`src/sv/stunmap_pkg.sv`:
```
// ----------------------------------------------------------------------------
// STUN mapped-address parser package
// Shared types and constants for the datagram attribute walker.
// ----------------------------------------------------------------------------
package stunmap_pkg;

  localparam logic [31:0] MAGIC_COOKIE    = 32'h2112_A442;
  localparam logic [15:0] ATTR_XOR_MAPPED = 16'h0020;
  localparam logic [7:0]  FAMILY_IPV4     = 8'h01;
  localparam logic [7:0]  HEADER_BYTE     = 8'h01;
  localparam logic [15:0] HEADER_LEN      = 16'd20;
  localparam logic [15:0] MIN_ATTR_LEN    = 16'd8;
  localparam logic [15:0] POS_MAX         = 16'hFFFF;

  typedef enum logic [1:0] {
    PH_HEAD  = 2'd0,
    PH_VALUE = 2'd1,
    PH_PAD   = 2'd2
  } walk_phase_t;

  typedef struct packed {
    logic        found;
    logic [31:0] ext_addr;
    logic [15:0] ext_port;
  } result_t;

endpackage

```
`src/sv/stunmap_in_if.sv`:
```
// ----------------------------------------------------------------------------
// STUN parser input channel
// One datagram byte per beat, with a last-byte marker.
// ----------------------------------------------------------------------------
interface stunmap_in_if;
  logic       valid;
  logic       ready;
  logic [7:0] data_byte;
  logic       end_of_datagram;

  modport source (output valid, output data_byte, output end_of_datagram, input ready);
  modport sink   (input valid, input data_byte, input end_of_datagram, output ready);
endinterface

```
`src/sv/stunmap_out_if.sv`:
```
// ----------------------------------------------------------------------------
// STUN parser result channel
// One result beat per datagram: found flag, address and port.
// ----------------------------------------------------------------------------
interface stunmap_out_if;
  logic        valid;
  logic        ready;
  logic        found;
  logic [31:0] ext_addr;
  logic [15:0] ext_port;

  modport source (output valid, output found, output ext_addr, output ext_port, input ready);
  modport sink   (input valid, input found, input ext_addr, input ext_port, output ready);
endinterface

```
`src/sv/stunmap_walk.sv`:
```
// ----------------------------------------------------------------------------
// STUN attribute walker
// Tracks header check and attribute walk one byte per beat and decodes the
// first IPv4 XOR mapped address attribute.
// ----------------------------------------------------------------------------
module stunmap_walk (
  input  logic                 clk,
  input  logic                 rst_n,
  input  logic                 beat_en,
  input  logic [7:0]           data_byte,
  input  logic                 last,
  output stunmap_pkg::result_t result
);

  logic [15:0]              pos_r, pos_nxt;
  logic                     hg_r, hg_nxt;
  stunmap_pkg::walk_phase_t phase_r, phase_nxt;
  logic                     stop_r, stop_nxt;
  logic [1:0]               hcnt_r, hcnt_nxt;
  logic [15:0]              kind_r, kind_nxt;
  logic [15:0]              len_r, len_nxt;
  logic [15:0]              left_r, left_nxt;
  logic [7:0]               fam_r, fam_nxt;
  logic [15:0]              cport_r, cport_nxt;
  logic [31:0]              caddr_r, caddr_nxt;
  logic                     hit_r, hit_nxt;
  logic [15:0]              hport_r, hport_nxt;
  logic [31:0]              haddr_r, haddr_nxt;
  logic [15:0]              vidx;
  logic [1:0]               pad;

  always_comb begin
    pos_nxt   = (pos_r == stunmap_pkg::POS_MAX) ? pos_r : pos_r + 16'd1;
    hg_nxt    = hg_r;
    phase_nxt = phase_r;
    stop_nxt  = stop_r;
    hcnt_nxt  = hcnt_r;
    kind_nxt  = kind_r;
    len_nxt   = len_r;
    left_nxt  = left_r;
    fam_nxt   = fam_r;
    cport_nxt = cport_r;
    caddr_nxt = caddr_r;
    hit_nxt   = hit_r;
    hport_nxt = hport_r;
    haddr_nxt = haddr_r;
    vidx      = len_r - left_r;
    pad       = 2'd0;
    if (pos_r == 16'd0) begin
      hg_nxt = (data_byte == stunmap_pkg::HEADER_BYTE);
    end else if (pos_r == 16'd1) begin
      hg_nxt = hg_r && (data_byte == stunmap_pkg::HEADER_BYTE);
    end else if (pos_r >= stunmap_pkg::HEADER_LEN && !stop_r) begin
      case (phase_r)
        stunmap_pkg::PH_VALUE: begin
          if (vidx == 16'd1) begin
            fam_nxt = data_byte;
          end else if (vidx == 16'd2) begin
            cport_nxt = {data_byte, 8'h00};
          end else if (vidx == 16'd3) begin
            cport_nxt = cport_r | {8'h00, data_byte};
          end else if (vidx >= 16'd4 && vidx <= 16'd7) begin
            caddr_nxt = {caddr_r[23:0], data_byte};
          end
          left_nxt = left_r - 16'd1;
          if (left_r == 16'd1) begin
            if (hg_r && kind_r == stunmap_pkg::ATTR_XOR_MAPPED &&
                len_r >= stunmap_pkg::MIN_ATTR_LEN &&
                fam_nxt == stunmap_pkg::FAMILY_IPV4) begin
              hit_nxt   = 1'b1;
              hport_nxt = cport_nxt ^ stunmap_pkg::MAGIC_COOKIE[31:16];
              haddr_nxt = caddr_nxt ^ stunmap_pkg::MAGIC_COOKIE;
              stop_nxt  = 1'b1;
            end else begin
              pad = ~len_r[1:0] + 2'd1;
              if (pad == 2'd0) begin
                phase_nxt = stunmap_pkg::PH_HEAD;
              end else begin
                phase_nxt = stunmap_pkg::PH_PAD;
                left_nxt  = {14'd0, pad};
              end
            end
          end
        end
        stunmap_pkg::PH_PAD: begin
          left_nxt = left_r - 16'd1;
          if (left_r == 16'd1) begin
            phase_nxt = stunmap_pkg::PH_HEAD;
          end
        end
        default: begin
          case (hcnt_r)
            2'd0:    kind_nxt = {data_byte, 8'h00};
            2'd1:    kind_nxt = kind_r | {8'h00, data_byte};
            2'd2:    len_nxt  = {data_byte, 8'h00};
            default: len_nxt  = len_r | {8'h00, data_byte};
          endcase
          if (hcnt_r == 2'd3) begin
            hcnt_nxt  = 2'd0;
            fam_nxt   = 8'h00;
            cport_nxt = 16'h0000;
            caddr_nxt = 32'h0000_0000;
            if (len_nxt == 16'd0) begin
              phase_nxt = stunmap_pkg::PH_HEAD;
            end else begin
              phase_nxt = stunmap_pkg::PH_VALUE;
              left_nxt  = len_nxt;
            end
          end else begin
            hcnt_nxt = hcnt_r + 2'd1;
          end
        end
      endcase
    end
  end

  assign result.found    = hit_nxt;
  assign result.ext_addr = hit_nxt ? haddr_nxt : 32'h0000_0000;
  assign result.ext_port = hit_nxt ? hport_nxt : 16'h0000;

  always_ff @(posedge clk) begin
    if (!rst_n || (beat_en && last)) begin
      pos_r   <= 16'd0;
      hg_r    <= 1'b0;
      phase_r <= stunmap_pkg::PH_HEAD;
      stop_r  <= 1'b0;
      hcnt_r  <= 2'd0;
      kind_r  <= 16'd0;
      len_r   <= 16'd0;
      left_r  <= 16'd0;
      fam_r   <= 8'd0;
      cport_r <= 16'd0;
      caddr_r <= 32'd0;
      hit_r   <= 1'b0;
      hport_r <= 16'd0;
      haddr_r <= 32'd0;
    end else if (beat_en) begin
      pos_r   <= pos_nxt;
      hg_r    <= hg_nxt;
      phase_r <= phase_nxt;
      stop_r  <= stop_nxt;
      hcnt_r  <= hcnt_nxt;
      kind_r  <= kind_nxt;
      len_r   <= len_nxt;
      left_r  <= left_nxt;
      fam_r   <= fam_nxt;
      cport_r <= cport_nxt;
      caddr_r <= caddr_nxt;
      hit_r   <= hit_nxt;
      hport_r <= hport_nxt;
      haddr_r <= haddr_nxt;
    end
  end

endmodule

```
`src/sv/stun_mapped_address_parser.sv`:
```
// ----------------------------------------------------------------------------
// STUN mapped-address parser
// Checks the binding response header, walks the attributes and returns the
// XOR-decoded IPv4 address and port once per datagram.
//
//   channel | dir | beat
//   in_ch   | in  | data_byte, end_of_datagram (one datagram byte)
//   out_ch  | out | found, ext_addr, ext_port (one per datagram)
//
// One byte is taken every cycle while in_ch.ready is high; the walker state
// updates at the accepting edge and the result is registered at the edge of
// the last byte. A result register plus a skid register keep input flowing
// while out_ch stalls; in_ch.ready drops only when both are full.
// Reset is synchronous, active low, and clears walker and output valids.
// ----------------------------------------------------------------------------
module stun_mapped_address_parser (
  input  logic          clk,
  input  logic          rst_n,
  stunmap_in_if.sink    in_ch,
  stunmap_out_if.source out_ch
);

  stunmap_pkg::result_t res;
  stunmap_pkg::result_t out_d_r, out_d_nxt;
  stunmap_pkg::result_t skid_d_r, skid_d_nxt;
  logic                 out_v_r, out_v_nxt;
  logic                 skid_v_r, skid_v_nxt;
  logic                 beat_en;
  logic                 push;
  logic                 pop;

  assign in_ch.ready = !skid_v_r;
  assign beat_en     = in_ch.valid && in_ch.ready;
  assign push        = beat_en && in_ch.end_of_datagram;
  assign pop         = out_v_r && out_ch.ready;

  stunmap_walk u_walk (
    .clk       (clk),
    .rst_n     (rst_n),
    .beat_en   (beat_en),
    .data_byte (in_ch.data_byte),
    .last      (in_ch.end_of_datagram),
    .result    (res)
  );

  always_comb begin
    out_v_nxt  = out_v_r;
    out_d_nxt  = out_d_r;
    skid_v_nxt = skid_v_r;
    skid_d_nxt = skid_d_r;
    if (pop) begin
      out_v_nxt = 1'b0;
    end
    if (skid_v_r && pop) begin
      out_v_nxt  = 1'b1;
      out_d_nxt  = skid_d_r;
      skid_v_nxt = 1'b0;
    end else if (push) begin
      if (out_v_nxt) begin
        skid_v_nxt = 1'b1;
        skid_d_nxt = res;
      end else begin
        out_v_nxt = 1'b1;
        out_d_nxt = res;
      end
    end
  end

  always_ff @(posedge clk) begin
    if (!rst_n) begin
      out_v_r  <= 1'b0;
      skid_v_r <= 1'b0;
    end else begin
      out_v_r  <= out_v_nxt;
      skid_v_r <= skid_v_nxt;
    end
  end

  always_ff @(posedge clk) begin
    out_d_r  <= out_d_nxt;
    skid_d_r <= skid_d_nxt;
  end

  assign out_ch.valid    = out_v_r;
  assign out_ch.found    = out_d_r.found;
  assign out_ch.ext_addr = out_d_r.ext_addr;
  assign out_ch.ext_port = out_d_r.ext_port;

endmodule

```
`src/flat_wrapper.sv`:
```
// flat-port wrapper written by rule: the top's interface ports become plain ports
module stun_mapped_address_parser_flat 
  (clk, rst_n, in_ch_valid, in_ch_data_byte, in_ch_end_of_datagram, in_ch_ready, out_ch_valid, out_ch_found, out_ch_ext_addr, out_ch_ext_port, out_ch_ready);
  stunmap_in_if in_ch_i ();
  stunmap_out_if out_ch_i ();
  input  logic clk;
  input  logic rst_n;
  input wire logic [$bits(in_ch_i.valid)-1:0] in_ch_valid;
  input wire logic [$bits(in_ch_i.data_byte)-1:0] in_ch_data_byte;
  input wire logic [$bits(in_ch_i.end_of_datagram)-1:0] in_ch_end_of_datagram;
  output wire logic [$bits(in_ch_i.ready)-1:0] in_ch_ready;
  output wire logic [$bits(out_ch_i.valid)-1:0] out_ch_valid;
  output wire logic [$bits(out_ch_i.found)-1:0] out_ch_found;
  output wire logic [$bits(out_ch_i.ext_addr)-1:0] out_ch_ext_addr;
  output wire logic [$bits(out_ch_i.ext_port)-1:0] out_ch_ext_port;
  input wire logic [$bits(out_ch_i.ready)-1:0] out_ch_ready;
  assign in_ch_i.valid = in_ch_valid;
  assign in_ch_i.data_byte = in_ch_data_byte;
  assign in_ch_i.end_of_datagram = in_ch_end_of_datagram;
  assign in_ch_ready = in_ch_i.ready;
  assign out_ch_valid = out_ch_i.valid;
  assign out_ch_found = out_ch_i.found;
  assign out_ch_ext_addr = out_ch_i.ext_addr;
  assign out_ch_ext_port = out_ch_i.ext_port;
  assign out_ch_i.ready = out_ch_ready;
  stun_mapped_address_parser u_core (.clk(clk), .rst_n(rst_n), .in_ch(in_ch_i), .out_ch(out_ch_i));
endmodule
```
`config.mk`:
```
export PLATFORM = sky130hd
export DESIGN_NAME = stun_mapped_address_parser_flat
export DESIGN_NICKNAME = d
export VERILOG_FILES = /design/src/sv/stunmap_pkg.sv /design/src/sv/stunmap_in_if.sv /design/src/sv/stunmap_out_if.sv /design/src/sv/stunmap_walk.sv /design/src/sv/stun_mapped_address_parser.sv /design/src/flat_wrapper.sv
export SDC_FILE = /design/constraint.sdc
export NUM_CORES = 1
export LEC_CHECK = 0
export ABC_CLOCK_PERIOD_IN_PS = 15800
export BUFFER_PORTS_ARGS = -buffer_cell sky130_fd_sc_hd__buf_2
export CAP_MARGIN = 10
export CORE_ASPECT_RATIO = 1.75
export CORE_MARGIN = 4
export CORE_UTILIZATION = 37
export CTS_CLUSTER_DIAMETER = 80
export CTS_CLUSTER_SIZE = 25
export DETAILED_ROUTE_END_ITERATION = 8
export PLACE_DENSITY = 0.55
export SLEW_MARGIN = 20
export SYNTH_ARGS = -nofsm -noshare
export SYNTH_HDL_FRONTEND = slang
export SYNTH_SLANG_ARGS = --single-unit
```
`constraint.sdc`:
```
create_clock -name clk -period 15.8 [get_ports clk]
set_input_delay 1.58 -clock clk [delete_from_list [all_inputs] [get_ports clk]]
set_output_delay 1.58 -clock clk [all_outputs]
set_load 0.02 [all_outputs]
```
==> key figures, run 1 <==
Synth
  – Most common flop cell mapped by yosys: sky130_fd_sc_hd__dfxtp_1
  – Mapped Avg Cell Area: 9.447 um2
  – Synthesized Nets: 1480
  – Flops & latches, synth: 275
  – Number of enable-type register cells in the synthesized netlist: 98
  – Warnings from Yosys: 0
  – Synth async-reset ratio: 0%
  – Cell area after synthesis: 13580 um2
  – Number of distinct library cell variants in the gate-level netlist after synthesis: 80
  – Sequential fraction of the synthesis area: 47.78%
  – Post-Synthesis Cells: 1437

Route
  – Via density per instance: 5.549
  – DRC violations left: 0
  – Post-route ant nets: 0
  – Routed WL per cell: 19.24 um
  – Post-Route WL: 36.60 mm
  – Number of DRC markers in iteration 0: 840
  – Via count of the routed design: 10560
  – Number of iterations in the first detailed-routing pass: 5

Min path
  – Startpoint of the lowest-slack hold path: u_core.u_walk.haddr_r[15]
  – Min-Delay Path Class: flop to flop

Power
  – Internal power of the cells: 0.9234 mW
  – Switching Share: 22.47%
  – Register share of total power: 62.0%
  – Peak supply drop: 0.04747 mV
  – Portion of total power attributed to the clock network: 34.5%
  – Total power divided by cell area: 82.00 nW/um2
  – Switching pwr: 0.2677 mW
  – LEAKAGE: 5.480 nW
  – Part of the total power dissipated in combinational logic: 3.5%

Clock network
  – Clock latency of the later-clocked register in the worst-skew pair: 0.52 ns
  – Root buf cell: sky130_fd_sc_hd__clkbuf_16
  – Count of hold-fix buffers inserted at cts: 0
  – Maximum number of buffers from clock root to sink: 3
  – Clock Pin Slew Worst Setup and Hold Paths: 0.11 ns
  – TritonCTS clock tree: done
  – Number of cells upsized or downsized after cts: 0
  – # Post-CTS Setup Buffers: 0
  – Clk sink count: 275
  – TritonCTS buffer count: 14
  – Depth of the CTS H-tree: 1

Timing
  – Total count of max-transition violations in the final report: 0
  – Hold violation count in the final report: 0
  – Worst clock skew: 0.02852 ns
  – Maximum achievable frequency: 192.9 MHz
  – Slew HR: 27.97%
  – Unrepaired setup endpoints after global routing: false
  – Transition time at the pin with the least slew margin: 1.078 ns
  – Setup tns final: 0 ns
  – Setup ws final: 10.62 ns
  – Minimum clock period: 5.184 ns
  – Final setup vio count: 0
  – Period utilization: 32.81%

Run status
  – Outcome: finished, final reports clean

GRT
  – GRT Util Overall: 17.86%
  – Initial antenna violation count: 0
  – Number of global-route vias before repair: 10330
  – Pin count of the biggest net entering global routing: 90
  – GRT overflow: 0
  – First-pass GRT wire length: 57.79 mm

Cells and area
  – Fraction of final layout cells with drive strength greater than 1: 10.48%
  – Multi-input combinational cell area: 6466 um2
  – Number of filler cells placed in the layout: 3633
  – Area used by sequential logic in the layout: 6486 um2
  – Highest-count cells in the layout ignoring fill and taps: sky130_fd_sc_hd__nor2_1 (188), sky130_fd_sc_hd__dfxtp_1 (177), sky130_fd_sc_hd__nand2_1 (143), sky130_fd_sc_hd__edfxtp_1 (98), sky130_fd_sc_hd__a22oi_1 (83)
  – Number of nets in the finished design: 1466
  – Area Overhead vs Synth: 7.004%
  – Most common cell after layout, fill and taps aside: sky130_fd_sc_hd__nor2_1

Setup path
  – Library cell contributing the largest single delay on the critical path: sky130_fd_sc_hd__and3_1
  – Critical path's most frequent cell: sky130_fd_sc_hd__mux2i_1
  – Critical path's largest stage delay: 0.92 ns
  – Beginning of the worst register-to-register path: u_core.u_walk.len_r[0]
  – Worst-path fanout max: 19
  – Data required time of the critical path: 16.07 ns
  – Crit path cell chain: inv_1 -> ha_1 -> fa_1 -> nor2b_1 -> o22ai_1 -> mux2i_1 -> nor4_1 -> o2111ai_1 -> nor2_2 -> and3_1 -> mux2i_1 -> mux2i_1 -> mux2_2
  – Critical Setup Path Class: flop to flop
  – Crit. End Element: flop
  – Launching element of the worst setup path: u_core.u_walk.len_r[0]
  – Arrival time of the worst setup path: 5.45 ns
  – Element type at the critical path start: flop

Floorplanning
  – Floorplan die area: 39940 um2
  – Die span in x: 152.8 um
  – Die extent in y: 261.4 um
  – IO Pins: 64
  – Initial Util: 37.56%
  – Number of rows in the core area: 92
  – Core area: 36140 um2

Run
  – Count of maximum capacitance violations: 0

Place
  – Estimated wirelength of the detail-placed design: 24.33 mm
  – Port bufs: 63
  – Gp weighted congestion: 0.9149
  – DP Worst Slack: 10.55 ns
flip-flops by register name, indices dropped and copies added, names as in the netlist, 2 cells and up:
| name | flops |
|---|---|
| u_core.out_ch.ext_addr | 32 |
| u_core.out_ch.ext_port | 16 |
| u_core.skid_d_r | 49 |
| u_core.u_walk.caddr_r | 32 |
| u_core.u_walk.cport_r | 16 |
| u_core.u_walk.fam_r | 8 |
| u_core.u_walk.haddr_r | 32 |
| u_core.u_walk.hcnt_r | 2 |
| u_core.u_walk.hport_r | 16 |
| u_core.u_walk.kind_r | 16 |
| u_core.u_walk.left_r | 16 |
| u_core.u_walk.len_r | 16 |
| u_core.u_walk.phase_r | 2 |
| u_core.u_walk.pos_r | 16 |
power groups by stage:
stage	logic (mW)	registers, mW	clock network (mW)
final	0.0421	0.739	0.410
after global routing	0.0454	0.740	0.449
after CTS	0.0432	0.739	0.428
after detailed placement	0.0431	0.755	0
after global placement	0.0427	0.755	0
after floorplan	0.0169	0.762	0
final timing paths:
check / cells past startpoint / to / slack (ns)
max reg2reg: 13 / u_core.out_ch.ext_port[10] / 10.62
min reg2reg: 2 / u_core.u_walk.haddr_r[15] / 0.46
min: 2 / u_core.u_walk.haddr_r[15] / 0.46
max: 13 / u_core.out_ch.ext_port[10] / 10.62
cells by family after synthesis:
group | synth area share (%)
AOI/OAI and AO/OA | 17.36
and+or+nand+nor | 18.01
muxes | 7.816
xor gates and xnor gates | 1.290
DFF | 47.78
buffers and inverters | 4.922
adders and majority gates | 2.820
synthesized netlist by cell type, types with 7 or more instances:
master	count	share of area (%)
sky130_fd_sc_hd__nor2b_1	9	0.41
sky130_fd_sc_hd__nor3_1	14	0.52
sky130_fd_sc_hd__and2_1	32	1.5
sky130_fd_sc_hd__xor2_1	15	0.97
sky130_fd_sc_hd__buf_2	15	0.55
sky130_fd_sc_hd__o32ai_1	8	0.52
sky130_fd_sc_hd__nand2_1	144	4.0
sky130_fd_sc_hd__edfxtp_1	98	22
sky130_fd_sc_hd__and3_1	11	0.51
sky130_fd_sc_hd__nand4_1	18	0.83
sky130_fd_sc_hd__o21a_1	33	1.8
sky130_fd_sc_hd__o21ai_0	16	0.59
sky130_fd_sc_hd__or3_1	7	0.32
sky130_fd_sc_hd__nor2_1	189	5.2
sky130_fd_sc_hd__mux2_2	32	2.7
sky130_fd_sc_hd__inv_1	46	1.3
sky130_fd_sc_hd__buf_6	7	0.58
sky130_fd_sc_hd__clkbuf_1	71	2.0
sky130_fd_sc_hd__ha_1	29	2.7
sky130_fd_sc_hd__buf_4	9	0.50
sky130_fd_sc_hd__nor4_1	16	0.74
sky130_fd_sc_hd__a21oi_1	80	2.9
sky130_fd_sc_hd__dfxtp_1	177	26
sky130_fd_sc_hd__nor3b_1	12	0.66
sky130_fd_sc_hd__a22oi_1	83	4.6
sky130_fd_sc_hd__nand3_1	42	1.5
sky130_fd_sc_hd__a31oi_1	34	1.6
sky130_fd_sc_hd__mux2i_1	70	5.2
sky130_fd_sc_hd__a21o_1	18	1.0
sky130_fd_sc_hd__a2bb2oi_1	8	0.52
routing by layer:
| layer | vias up | GRT usage, % | part of all wire [%] |
|---|---|---|---|
| met2 | 197 | 34.86 | 55 |
| met4 | 0 | 7.159 | 3.5 |
| met3 | 63 | 1.472 | 2.8 |
| li1 | 5131 | - | - |
| met5 | - | 0 | 0 |
| met1 | 5164 | 19.84 | 39 |
area by class of cell:
cell class                      instances  share of cell area (%)
Sequential cell                       275                   44.65
Multi-Input combinational cell       1012                   44.51
Tap cell                              470                   4.048
Clock buffer                           24                   2.817
Timing Repair Buffer                   74                   2.765
Inverter                               46                   1.189
Antenna cell                            1                 0.01723
critical path, delay by kind of cell, from the launching register on:
| kind | cells | cell delay (ns) |
|---|---|---|
| adders and majority gates | 2 | 0.72 |
| AOI/OAI and AO/OA | 2 | 0.42 |
| DFF | 1 | 0.40 |
| muxes | 4 | 1.01 |
| and+or+nand+nor | 4 | 2.26 |
| buffers and inverters | 1 | 0.11 |
stage by stage:
stage / instance area [um2] / total power [mW] / util (%) / hold slack (ns) / instances
global placement: 14100 / 0.7977 / 39.02 / 0.4392 / 1876
finish: 14530 / 1.191 / 40.19 / 0.4564 / 1902
CTS: 14510 / 1.210 / 40.15 / 0.4577 / 1900
detailed placement: 14100 / 0.7982 / 39.02 / 0.4454 / 1876
global route: 14520 / 1.234 / 40.18 / 0.4756 / 1901
floorplan: 13580 / 0.7785 / - / 0.4324 / 1437
No activity file was read; power rests on OpenSTA's default activity.
==> inputs of run 2 (changes only) <==
--- a/config.mk
+++ b/config.mk
@@ -5,7 +5,7 @@
 export SDC_FILE = /design/constraint.sdc
 export NUM_CORES = 1
 export LEC_CHECK = 0
-export ABC_CLOCK_PERIOD_IN_PS = 15800
+export ABC_CLOCK_PERIOD_IN_PS = 5300
 export BUFFER_PORTS_ARGS = -buffer_cell sky130_fd_sc_hd__buf_2
 export CAP_MARGIN = 10
 export CORE_ASPECT_RATIO = 1.75
==> constraint.sdc (replaced) <==
create_clock -name clk -period 5.3 [get_ports clk]
set_input_delay 0.53 -clock clk [delete_from_list [all_inputs] [get_ports clk]]
set_output_delay 0.53 -clock clk [all_outputs]
set_load 0.02 [all_outputs]
==> run 2 against run 1 <==
Effect of this change:
- fmax up 12%
- wire length is 0.21% higher
- register-to-register slack got worse by 9.9 ns
- sequential share of layout area is 0.45 points lower
- clock-buffer cell count shrank 1
- largest power group unchanged
- hold slack worse by 0.15 ns
- non-clock buffer count is 15 higher
- sequential power grew to 3.0 times the previous value
- critical path depth up 2
- critical endpoint is now u_core.u_walk.haddr_r[14]
- combinational power grew to 3.1 times the previous value
==> key figures, run 2 (synthesis results as in run 1) <==
Clock network
  – Clock latency of the later-clocked register in the worst-skew pair: 0.52 ns (about the same)
  – Depth of the CTS H-tree: 1 (unchanged)
  – Clock Pin Slew Worst Setup and Hold Paths: 0.10 ns (about the same)
  – Maximum number of buffers from clock root to sink: 3 (unchanged)
  – Root buf cell: sky130_fd_sc_hd__clkbuf_16
  – Count of hold-fix buffers inserted at cts: 0 (unchanged)
  – # Post-CTS Setup Buffers: 0 (unchanged)
  – Number of cells upsized or downsized after cts: 0 (unchanged)
  – Clk sink count: 275 (unchanged)
  – TritonCTS clock tree: done
  – TritonCTS buffer count: 15 (+1)

Timing
  – Final setup vio count: 0 (unchanged)
  – Minimum clock period: 4.610 ns (-0.5747 ns)
  – Worst clock skew: 0.02849 ns (-0.00003090 ns)
  – Maximum achievable frequency: 216.9 MHz (+12%)
  – Transition time at the pin with the least slew margin: 1.052 ns (-0.02650 ns)
  – Total count of max-transition violations in the final report: 0 (unchanged)
  – Unrepaired setup endpoints after global routing: false
  – Hold violation count in the final report: 0 (unchanged)
  – Setup tns final: 0 ns (unchanged)
  – Period utilization: 86.97% (+54 points)
  – Slew HR: 29.67% (+1.7 points)

Route
  – Post-Route M1 WL: 14.12 mm (-1.1%)
  – Via density per instance: 5.513 (-0.65%)
  – Met2 wire length: 20.43 mm (+2.1%)
  – Via count of the routed design: 10580 (+0.24%)
  – DRC violations left: 0 (unchanged)
  – Number of iterations in the first detailed-routing pass: 5 (unchanged)
  – Post-Route WL: 36.67 mm (+0.21%)
  – Routed met3 length: 1.151 mm (+12%)
  – Max layer used: met4
  – Post-route ant nets: 0 (unchanged)
  – Routed WL per cell: 19.11 um (-0.68%)
  – Number of DRC markers in iteration 0: 656 (-22%)

Floorplanning
  – Die span in x: 152.8 um (unchanged)
  – Number of rows in the core area: 92 (unchanged)
  – Floorplan die area: 39940 um2 (unchanged)
  – Initial Util: 37.56% (unchanged)
  – Die extent in y: 261.4 um (unchanged)
  – IO Pins: 64 (unchanged)
  – Core area: 36140 um2 (unchanged)

Setup path
  – Library cell contributing the largest single delay on the critical path: sky130_fd_sc_hd__a211o_2
  – Critical path's largest stage delay: 0.62 ns (-0.30 ns)
  – Crit. End Element: flop
  – Family with the most delay on the worst path: compound AO/OA/AOI/OAI gates
  – Number of buffer and inverter instances along the worst setup path: 3 (+2)
  – Worst-path fanout max: 37 (+18)
  – Critical Setup Path Class: flop to flop
  – Data required time of the critical path: 5.72 ns (-10.35 ns)
  – Arrival time of the worst setup path: 5.03 ns (-0.42 ns)
  – Element type at the critical path start: flop
  – Crit path cell chain: inv_1 -> ha_1 -> fa_1 -> nor2b_1 -> o2111ai_2 -> a21oi_2 -> o41ai_2 -> xnor2_1 -> nor4_4 -> buf_4 -> a21o_1 -> a211o_2 -> buf_4 -> nor2_1 -> o21a_1
  – Critical path's most frequent cell: sky130_fd_sc_hd__buf_4

Cells and area
  – Highest-count cells in the layout ignoring fill and taps: sky130_fd_sc_hd__nor2_1 (188), sky130_fd_sc_hd__dfxtp_1 (177), sky130_fd_sc_hd__nand2_1 (143), sky130_fd_sc_hd__edfxtp_1 (98), sky130_fd_sc_hd__a22oi_1 (83)
  – Most common cell after layout, fill and taps aside: sky130_fd_sc_hd__nor2_1
  – Flip-flop count of the largest register after layout: 49 (unchanged)
  – Area Overhead vs Synth: 8.083%
  – Fraction of final layout cells with drive strength greater than 1: 11.60% (+1.1 points)
  – Number of nets in the finished design: 1482 (+1.1%)
  – Final Util: 40.59% (+0.40 points)
  – Top reg by flops: u_core.skid_d_r

GRT
  – Number of global-route vias before repair: 10360 (+0.23%)
  – GRT Util Overall: 17.79% (-0.074 points)
  – GRT overflow: 0 (unchanged)
  – Initial antenna violation count: 0 (unchanged)
  – First-pass GRT wire length: 57.60 mm (-0.33%)
  – Pin count of the biggest net entering global routing: 66 (-27%)

Power
  – LEAKAGE: 5.568 nW (+1.6%)
  – Switching Share: 22.97% (+0.50 points)
  – Internal power of the cells: 2.772 mW (+200%)
  – Portion of total power attributed to the clock network: 35.3% (+0.8 points)
  – Sum of internal, switching and leakage power: 3.599 mW (+200%)
  – Register share of total power: 61.1% (-0.9 points)
  – Total power divided by cell area: 245.3 nW/um2 (+200%)
  – Peak supply drop: 0.1536 mV (+220%)
  – Part of the total power dissipated in combinational logic: 3.6% (about the same)
  – Switching pwr: 0.8266 mW (+210%)

Place
  – Gp weighted congestion: 0.9140 (about the same)
  – Estimated wirelength of the detail-placed design: 25.13 mm (+3.3%)
  – Port bufs: 63 (unchanged)

Min path
  – Min-Delay Path Class: input port to flop

Run
  – Count of maximum capacitance violations: 0 (unchanged)

Run status
  – Outcome: finished, final reports clean
run 2: power groups by stage:
stage	clock [mW]	combinational [mW]	sequential, mW
after detailed placement	0	0.131	2.25
after global routing	1.39	0.139	2.20
after global placement	0	0.131	2.25
after CTS	1.32	0.132	2.20
after floorplan	0	0.0505	2.27
final	1.27	0.129	2.20
run 2: worst register-to-register path: stages, from the launching register on:
cell,delay (ns)
sky130_fd_sc_hd__dfxtp_1,0.38
sky130_fd_sc_hd__inv_1,0.10
sky130_fd_sc_hd__ha_1,0.25
sky130_fd_sc_hd__fa_1,0.46
sky130_fd_sc_hd__nor2b_1,0.20
sky130_fd_sc_hd__o2111ai_2,0.17
sky130_fd_sc_hd__a21oi_2,0.24
sky130_fd_sc_hd__o41ai_2,0.10
sky130_fd_sc_hd__xnor2_1,0.17
sky130_fd_sc_hd__nor4_4,0.47
sky130_fd_sc_hd__buf_4,0.31
sky130_fd_sc_hd__a21o_1,0.42
sky130_fd_sc_hd__a211o_2,0.63
sky130_fd_sc_hd__buf_4,0.39
sky130_fd_sc_hd__nor2_1,0.07
sky130_fd_sc_hd__o21a_1,0.18
run 2: metrics by stage:
step / setup WS (ns) / instance area, um2 / cells / hold slack [ns]
after CTS: 0.7136 / 14670 / 1918 / 0.2816
after global routing: 0.3286 / 14670 / 1918 / 0.2822
after global placement: 0.8069 / 14230 / 1892 / 0.4394
after detailed placement: 0.7054 / 14230 / 1892 / 0.4435
after floorplan: 0.2874 / 13580 / 1437 / 0.4324
final: 0.6905 / 14670 / 1919 / 0.3057
run 2: final cells by class:
cell class	instances	area [um2]
multi-input combinational	1012	6459
clock inverter	3	36.28
timing repair buffer	89	523.0
antenna	1	2.502
sequential	275	6486
fill	3630	21470
tap	470	588.1
inverter	46	172.7
clock buffer	23	405.4
run 2: final timing paths:
| check | startpoint | to | slack [ns] | depth (start not counted) |
|---|---|---|---|---|
| setup / recovery | u_core.u_walk.len_r[0] | u_core.u_walk.haddr_r[14] | 0.69 | 15 |
| hold / removal | rst_n | u_core.skid_v_r | 0.31 | 2 |
| hold reg to reg | u_core.u_walk.haddr_r[15] | u_core.u_walk.haddr_r[15] | 0.46 | 2 |
| setup reg to reg | u_core.u_walk.len_r[0] | u_core.u_walk.haddr_r[14] | 0.69 | 15 |
run 2: metal layers:
layer,track usage [%],up-vias
met1,20.00,5135
met5,0,-
met2,35.22,227
met3,1.505,62
li1,-,5156
met4,5.474,0
